===== config.mk =====
export PLATFORM = sky130hd
export DESIGN_NAME = bcd_angle_packet_deframer_core
export DESIGN_NICKNAME = d
export VERILOG_FILES = /design/src/sv/bapd_pkg.sv /design/src/sv/bapd_accum.sv /design/src/sv/bcd_angle_packet_deframer_core.sv
export SDC_FILE = /design/constraint.sdc
export NUM_CORES = 1
export LEC_CHECK = 0
export ABC_AREA = 1
export BUFFER_PORTS_ARGS = -buffer_cell sky130_fd_sc_hd__buf_2
export CORE_MARGIN = 2
export CORE_UTILIZATION = 40
export DETAILED_ROUTE_END_ITERATION = 6
export HOLD_SLACK_MARGIN = 0.03
export MAX_ROUTING_LAYER = met4
export PLACE_DENSITY_LB_ADDON = 0.15
export RECOVER_POWER = 50
export SLEW_MARGIN = 5
export SYNTH_ARGS = -nofsm -noshare
export SYNTH_HDL_FRONTEND = slang
export SYNTH_SLANG_ARGS = --single-unit

===== constraint.sdc =====
create_clock -name clock -period 10.65 [get_ports clock]
set_input_delay 0 -clock clock [delete_from_list [all_inputs] [get_ports clock]]
set_output_delay 0 -clock clock [all_outputs]
set_load 0.05 [all_outputs]

===== src/sv/bapd_pkg.sv =====
package bapd_pkg;

   // Width of a raw decimal sum of eight digits (at most 99999999).
   localparam int unsigned AccWidth   = 27;
   localparam int unsigned AngleWidth = 28;

   localparam logic [7:0] MARK_FIRST   = 8'd11;
   localparam logic [7:0] MARK_SECOND  = 8'd10;
   localparam logic [7:0] TRAILER_MIN  = 8'd9;
   localparam logic [7:0] TRAILER_END  = 8'd10;

   localparam logic [3:0] POS_TRAILER_FIRST  = 4'd8;
   localparam logic [3:0] POS_TRAILER_SECOND = 4'd9;

   localparam logic [AccWidth-1:0]   ANGLE_MAX_POSITIVE = 27'd9999999;
   localparam logic [AngleWidth-1:0] ANGLE_BIAS         = 28'd100000000;

   // Weight of each packed digit pair within one angle, least significant first.
   localparam logic [AccWidth-1:0] DIGIT_WEIGHT [4] =
      '{27'd1, 27'd100, 27'd10000, 27'd1000000};

   typedef enum logic [1:0] {
      STATUS_GOOD    = 2'd0,
      STATUS_DIGIT   = 2'd1,
      STATUS_TRAILER = 2'd2
   } status_type;

   // Control from the framing logic to the digit accumulator.
   typedef struct packed {
      logic       clear;
      logic       add;
      logic       lane;
      logic [1:0] weight_sel;
   } accum_ctrl_type;

   // Binary value of one packed BCD byte: high nibble times ten plus low nibble.
   function automatic logic [7:0] pair_value(input logic [7:0] b);
      logic [7:0] hi;
      logic [7:0] lo;
      hi = {4'b0000, b[7:4]};
      lo = {4'b0000, b[3:0]};
      return (hi << 3) + (hi << 1) + lo;
   endfunction

   function automatic logic digit_bad(input logic [7:0] b);
      return (b[3:0] > 4'd9) || (b[7:4] > 4'd9);
   endfunction

   // Sums above the positive limit wrap into the negative range.
   function automatic logic signed [AngleWidth-1:0] fold_angle(
      input logic [AccWidth-1:0] raw
   );
      logic [AngleWidth-1:0] wide;
      wide = {1'b0, raw};
      if (raw > ANGLE_MAX_POSITIVE) begin
         return signed'(wide - ANGLE_BIAS);
      end
      return signed'(wide);
   endfunction

endpackage


===== src/sv/bapd_accum.sv =====
module bapd_accum (
   input  logic                                clock,
   input  bapd_pkg::accum_ctrl_type            ctrl,
   input  logic [7:0]                          rx_byte,
   output logic [bapd_pkg::AccWidth-1:0]       acc_first,
   output logic [bapd_pkg::AccWidth-1:0]       acc_second
);

   logic [bapd_pkg::AccWidth-1:0] acc_first_ff;
   logic [bapd_pkg::AccWidth-1:0] acc_first_in;
   logic [bapd_pkg::AccWidth-1:0] acc_second_ff;
   logic [bapd_pkg::AccWidth-1:0] acc_second_in;
   logic [bapd_pkg::AccWidth-1:0] pair_wide;
   logic [bapd_pkg::AccWidth-1:0] term;

   // Each digit pair is weighted as it arrives, so the angle is complete
   // as soon as its last byte has been taken.
   assign pair_wide = bapd_pkg::AccWidth'(bapd_pkg::pair_value(rx_byte));
   assign term      = pair_wide * bapd_pkg::DIGIT_WEIGHT[ctrl.weight_sel];

   always_comb begin
      acc_first_in  = acc_first_ff;
      acc_second_in = acc_second_ff;
      if (ctrl.clear) begin
         acc_first_in  = '0;
         acc_second_in = '0;
      end else if (ctrl.add) begin
         if (ctrl.lane) begin
            acc_second_in = acc_second_ff + term;
         end else begin
            acc_first_in = acc_first_ff + term;
         end
      end
   end

   always_ff @(posedge clock) begin
      acc_first_ff  <= acc_first_in;
      acc_second_ff <= acc_second_in;
   end

   assign acc_first  = acc_first_ff;
   assign acc_second = acc_second_ff;

endmodule


===== src/sv/bcd_angle_packet_deframer_core.sv =====
// Channel   | Direction | Beat contents
// ----------+-----------+-----------------------------------------------------------
// req_      | in        | one received byte from the sensor link
// rsp_      | out       | one decoded packet: two signed angles, status in tuser
//
// The block takes one beat per cycle, except while req_tready is held low as described below.
// A result appears on rsp_ in the cycle after the second trailer byte is taken.
// The accumulation of each digit pair (one constant-weight multiply and add) sets
// the critical path; the wrap of the angle range is done on the trailer byte.
// Reset is synchronous and active high; it restarts the marker search.
// req_tready falls only when a trailer byte would finish a packet while the
// previous result is still held on rsp_ and not being taken.
module bcd_angle_packet_deframer_core (
   input  logic        clock,
   input  logic        reset,
   input  logic        req_tvalid,
   output logic        req_tready,
   input  logic [7:0]  req_tdata,   // [7:0] rx_byte
   output logic        rsp_tvalid,
   input  logic        rsp_tready,
   output logic [55:0] rsp_tdata,   // [27:0] angle_first, [55:28] angle_second
   output logic [1:0]  rsp_tuser    // [1:0] status
);

   // Framing state.
   logic       hunting_ff;
   logic       hunting_in;
   logic [7:0] prev_ff;
   logic [7:0] prev_in;
   logic [3:0] pos_ff;
   logic [3:0] pos_in;
   logic       fault_ff;
   logic       fault_in;

   // Result register.
   logic                  rsp_valid_ff;
   logic                  rsp_valid_in;
   logic [55:0]           rsp_data_ff;
   logic [55:0]           rsp_data_in;
   bapd_pkg::status_type  rsp_status_ff;
   bapd_pkg::status_type  rsp_status_in;

   logic                          req_fire;
   logic                          at_packet_end;
   logic                          marker_hit;
   logic                          trailer_ok;
   logic                          emit;
   bapd_pkg::status_type          status_new;
   bapd_pkg::accum_ctrl_type      accum_ctrl;
   logic [bapd_pkg::AccWidth-1:0] acc_first;
   logic [bapd_pkg::AccWidth-1:0] acc_second;

   bapd_accum u_accum (
      .clock      (clock),
      .ctrl       (accum_ctrl),
      .rx_byte    (req_tdata),
      .acc_first  (acc_first),
      .acc_second (acc_second)
   );

   // The byte about to arrive is the second trailer byte and will produce a result.
   assign at_packet_end = !hunting_ff && (pos_ff >= bapd_pkg::POS_TRAILER_SECOND);

   assign req_tready = !(at_packet_end && rsp_valid_ff && !rsp_tready);
   assign req_fire   = req_tvalid && req_tready;
   assign emit       = req_fire && at_packet_end;

   assign marker_hit = (prev_ff == bapd_pkg::MARK_FIRST) && (req_tdata == bapd_pkg::MARK_SECOND);
   assign trailer_ok = (prev_ff > bapd_pkg::TRAILER_MIN) && (req_tdata == bapd_pkg::TRAILER_END);

   // A digit fault outranks a bad trailer.
   always_comb begin
      if (fault_ff) begin
         status_new = bapd_pkg::STATUS_DIGIT;
      end else if (!trailer_ok) begin
         status_new = bapd_pkg::STATUS_TRAILER;
      end else begin
         status_new = bapd_pkg::STATUS_GOOD;
      end
   end

   // Next framing state and accumulator control for an accepted byte.
   always_comb begin
      hunting_in = hunting_ff;
      prev_in    = prev_ff;
      pos_in     = pos_ff;
      fault_in   = fault_ff;
      accum_ctrl = '{clear: 1'b0, add: 1'b0, lane: pos_ff[2], weight_sel: pos_ff[1:0]};
      if (req_fire) begin
         prev_in = req_tdata;
         if (hunting_ff) begin
            if (marker_hit) begin
               hunting_in       = 1'b0;
               pos_in           = '0;
               fault_in         = 1'b0;
               accum_ctrl.clear = 1'b1;
            end
         end else if (!pos_ff[3]) begin
            // Data bytes zero to seven: bytes four and up feed the second angle.
            fault_in       = fault_ff || bapd_pkg::digit_bad(req_tdata);
            pos_in         = pos_ff + 4'd1;
            accum_ctrl.add = 1'b1;
         end else if (pos_ff == bapd_pkg::POS_TRAILER_FIRST) begin
            pos_in = bapd_pkg::POS_TRAILER_SECOND;
         end else begin
            // A good trailer doubles as the next marker, so collection restarts.
            pos_in           = '0;
            fault_in         = 1'b0;
            accum_ctrl.clear = 1'b1;
            hunting_in       = (status_new != bapd_pkg::STATUS_GOOD);
         end
      end
   end

   // Result register: loads on a finished packet, holds while the sink stalls.
   always_comb begin
      rsp_valid_in  = rsp_valid_ff && !rsp_tready;
      rsp_data_in   = rsp_data_ff;
      rsp_status_in = rsp_status_ff;
      if (emit) begin
         rsp_valid_in  = 1'b1;
         rsp_status_in = status_new;
         if (status_new == bapd_pkg::STATUS_GOOD) begin
            rsp_data_in = {bapd_pkg::fold_angle(acc_second), bapd_pkg::fold_angle(acc_first)};
         end else begin
            rsp_data_in = '0;
         end
      end
   end

   always_ff @(posedge clock) begin
      if (reset) begin
         hunting_ff   <= 1'b1;
         prev_ff      <= '0;
         pos_ff       <= '0;
         fault_ff     <= 1'b0;
         rsp_valid_ff <= 1'b0;
      end else begin
         hunting_ff   <= hunting_in;
         prev_ff      <= prev_in;
         pos_ff       <= pos_in;
         fault_ff     <= fault_in;
         rsp_valid_ff <= rsp_valid_in;
      end
   end

   always_ff @(posedge clock) begin
      rsp_data_ff   <= rsp_data_in;
      rsp_status_ff <= rsp_status_in;
   end

   assign rsp_tvalid = rsp_valid_ff;
   assign rsp_tdata  = rsp_data_ff;
   assign rsp_tuser  = rsp_status_ff;

   // The input is held back only by a stalled result that a new packet would overwrite.
   assert property (@(posedge clock) disable iff (reset)
      !req_tready |-> (rsp_valid_ff && !rsp_tready && at_packet_end))
      else $error("input stalled without a pending result");

   // A faulted packet sends the block back to the marker search.
   assert property (@(posedge clock) disable iff (reset)
      (emit && (status_new != bapd_pkg::STATUS_GOOD)) |=> hunting_ff)
      else $error("fault did not restart marker search");

   // Faulted results carry no angles.
   assert property (@(posedge clock) disable iff (reset)
      (rsp_valid_ff && (rsp_status_ff != bapd_pkg::STATUS_GOOD)) |-> (rsp_data_ff == '0))
      else $error("faulted result carries angle data");

   // The packet position stays within the data and trailer bytes.
   assert property (@(posedge clock) disable iff (reset)
      req_fire |=> (pos_ff <= bapd_pkg::POS_TRAILER_SECOND))
      else $error("packet position out of range");

endmodule


==> metrics <==
antenna violations before repair=0; Avg Synthesized Cell Area=7.006 um2; Via Count=12268; sum of overflow across all layers after global routing=0; number of antenna-violating nets in the routed design=0; reported max-cap violation count=1; top_reg_cell synth=dfxtp_1; Port Buffer Count=71; Clk Latency, worst-skew pair=approximately 440 ps; synthesis-to-layout area growth=10.39%; nature of the critical path endpoint=flip-flop; Layout Nets=2224; post-synthesis register bit count=127; synthesized netlist net count=2149; worst setup path category=input port to flip-flop; average via count per standard cell=4.977; count of flip-flops with a built-in enable after synthesis=58; Worst Hold Margin=326.4 ps; post-synth cell types=54; Total Wirelength=roughly 38000 um; proportion of register bits with asynchronous set or reset after synthesis=0; Peak Freq=about 130 MHz; layout cells sized above 1=0.03421; largest incremental delay on the critical path=about 610 ps; count of antenna diodes in the layout=0; failing checks=capacitance limit, slew limit; wire per inst=~15 um; GRT met1 Usage=0.3073; highest-count cells in the layout ignoring fill and taps=412 x nand2_1, 384 x inv_1, 199 x nor2_1, 145 x ha_1, 128 x a21oi_1; library cell contributing the largest single delay on the critical path=xnor2_1; share of the clock period used by the worst path=0.7484; crit path buf inv count=10; Vert. Die Dim=187.8 um; CTS root buf=clkbuf_16; First DRT Iteration DRCs=around 820; max-slew violation count=36; transition time at the pin with the least slew margin=between 2000 and 2500 ps; number of setup buffers added after CTS=0; met2 demand-to-capacity share in global routing=0.3396; critical path required time=between 10000 and 15000 ps; first-pass GRT wire length=60780 um; most prevalent standard cell on the critical path=inv_1; CTS H-Tree Depth=4; proportion of synthesized chip area in sequential cells=0.2311; met3 demand-to-capacity share in global routing=0.03519; power density over the cells=between 100 and 150 nW/um2; CTS Sinks=127; type of element launching the critical path=input port; leading cell type in the layout, fill and taps excluded=nand2_1; Max Root-Sink Buffers=2; count of TritonRoute iterations in the first routing pass=5; Top-Level Pins=72; number of instances in the synthesized netlist=1929; run status=finished, violations left; clock-pin slew reported for the worst setup and hold paths after clock tree synthesis=70 ps; minimum clock period after layout=7970 ps; signal arrival time at the worst endpoint=just over 8000 ps; initial cell density of the core=0.4051; setup TNS=0 ps; HPWL Detailed=roughly 31000 um; number of setup violations in the final report=0; number of remaining DRC errors=0; horizontal die dimension=187.8 um; core region area=33360 um2; number of failing hold endpoints at the final stage=0; via count of the first global-routing pass=11545; largest net degree at the start of global routing=59; Post-Synthesis Cell Area=13520 um2; busiest layer in global routing=met2; cell class contributing the biggest share of worst-path delay=adder cells; clock tree from TritonCTS=done; global placer's final weighted congestion=0.9555; relative slew slack=-0.5896; global routing usage summed across all routing layers=0.2249; Clock Skew=10.19 ps; final total power=between 0.0015 and 0.002 W; leakage component of the power=7.455 nW; Total Die Area=35270 um2; Yosys warnings=0; maximum fanout encountered on the critical timing path=6; worst supply voltage drop on vdd=around 0.00012 V; unrepaired setup endpoints after global routing=false; total clock buffers created by CTS=17; row cnt=67; min-delay worst type=input port to flip-flop
[worst reg2reg max path, delay by kind of cell (launching register included)]
family	cells	cell delay [ps]
adder cells (fa/ha/maj)	7	3120
AND/OR/NAND/NOR	15	1720
buffers and inverters	8	800
XOR/XNOR	1	610
flip-flops	1	380
AO/OA/AOI/OAI	2	320
[cells by family after synthesis]
family | synth area share
DFF | 0.2311
adders and majority gates | 0.2276
and+or+nand+nor | 0.2625
buffers and inverters | 0.1231
AOI/OAI and AO/OA | 0.1246
xor gates and xnor gates | 0.03111
[registers in the layout (all words and copies together) (netlist names)]
| register | cells |
|---|---|
| hunting_ff | 1 |
| rsp_tuser | 2 |
| prev_ff | 8 |
| pos_ff | 4 |
| u_accum.acc_first | 27 |
| rsp_tdata | 56 |
| fault_ff | 1 |
| u_accum.acc_second | 27 |
| rsp_tvalid | 1 |
[synthesized netlist by cell type (7+ instances only)]
cell | count | area (um2)
nand2_1 | 411 | 1543
inv_1 | 384 | 1441
nor2_1 | 198 | 743.2
ha_1 | 145 | 1814
a21oi_1 | 128 | 640.6
nand3_1 | 108 | 540.5
o21ai_0 | 94 | 470.5
dfxtp_1 | 69 | 1381
fa_1 | 63 | 1261
edfxtp_1 | 58 | 1742
nor3_1 | 41 | 205.2
nand4_1 | 29 | 181.4
xor2_1 | 25 | 219.0
xnor2_1 | 23 | 201.4
o211ai_1 | 21 | 157.7
o21ai_1 | 14 | 70.07
o21bai_1 | 13 | 97.59
buf_2 | 12 | 60.06
a21o_1 | 7 | 52.55
nand3b_1 | 7 | 52.55
[final cells by class]
class / instances / area, um2
Inverter: 393 / 1479
Sequential cell: 127 / 3123
Timing Repair Buffer: 84 / 404.1
Tap cell: 448 / 560.5
Multi-Input combinational cell: 1381 / 8692
Clock inverter: 15 / 235.2
Fill cell: 3526 / 18450
Clock buffer: 17 / 425.4
[final timing paths]
check,endpoint,cells past startpoint,slack [ps],start
min,rsp_tvalid$_SDFF_PP0_,3,330,reset
min reg2reg,prev_ff[3]$_SDFFE_PP0P_,2,470,prev_ff[3]$_SDFFE_PP0P_
max,u_accum.acc_first[26]$_SDFFE_PP0P_,41,2680,req_tdata[3]
max reg2reg,u_accum.acc_first[26]$_SDFFE_PP0P_,33,3590,pos_ff[0]$_SDFFE_PP0P_
[per-layer routing]
metal,share of wire,vias to the layer above,wire length [um]
li1,-,6357,-
met1,0.49,5560,18690
met2,0.43,302,16220
met3,0.049,49,1841
met4,0.029,0,1094
met5,0,-,0
[timing repair]
item / in CTS / in global routing
gates resized for setup: 0 / 0
hold buffers: 11 / 0
endpoints found under the setup margin: 0 / 0
hold endpoints to repair: 13 / 0
[stage by stage]
stage / cells / setup WS (ps) / util / cell area [um2]
after floorplan: 1929 / 4111 / - / 13520
after CTS: 2465 / 2534 / 0.4506 / 15040
after detailed placement: 2422 / 2596 / 0.4275 / 14260
after global placement: 2422 / 2571 / 0.4275 / 14260
final: 2465 / 2680 / 0.4472 / 14920
after global routing: 2465 / 2027 / 0.4472 / 14920
[power breakdown]
| part | internal (W) | switching [W] | leakage [nW] |
|---|---|---|---|
| Clock | 0.000419 | 0.000242 | 0.315 |
| Combinational | 0.000110 | 0.000214 | 6.16 |
| Sequential | 0.000526 | 0.0000356 | 0.979 |
| Total | 0.00105 | 0.000491 | 7.45 |
(Power assumes the default switching activity.)
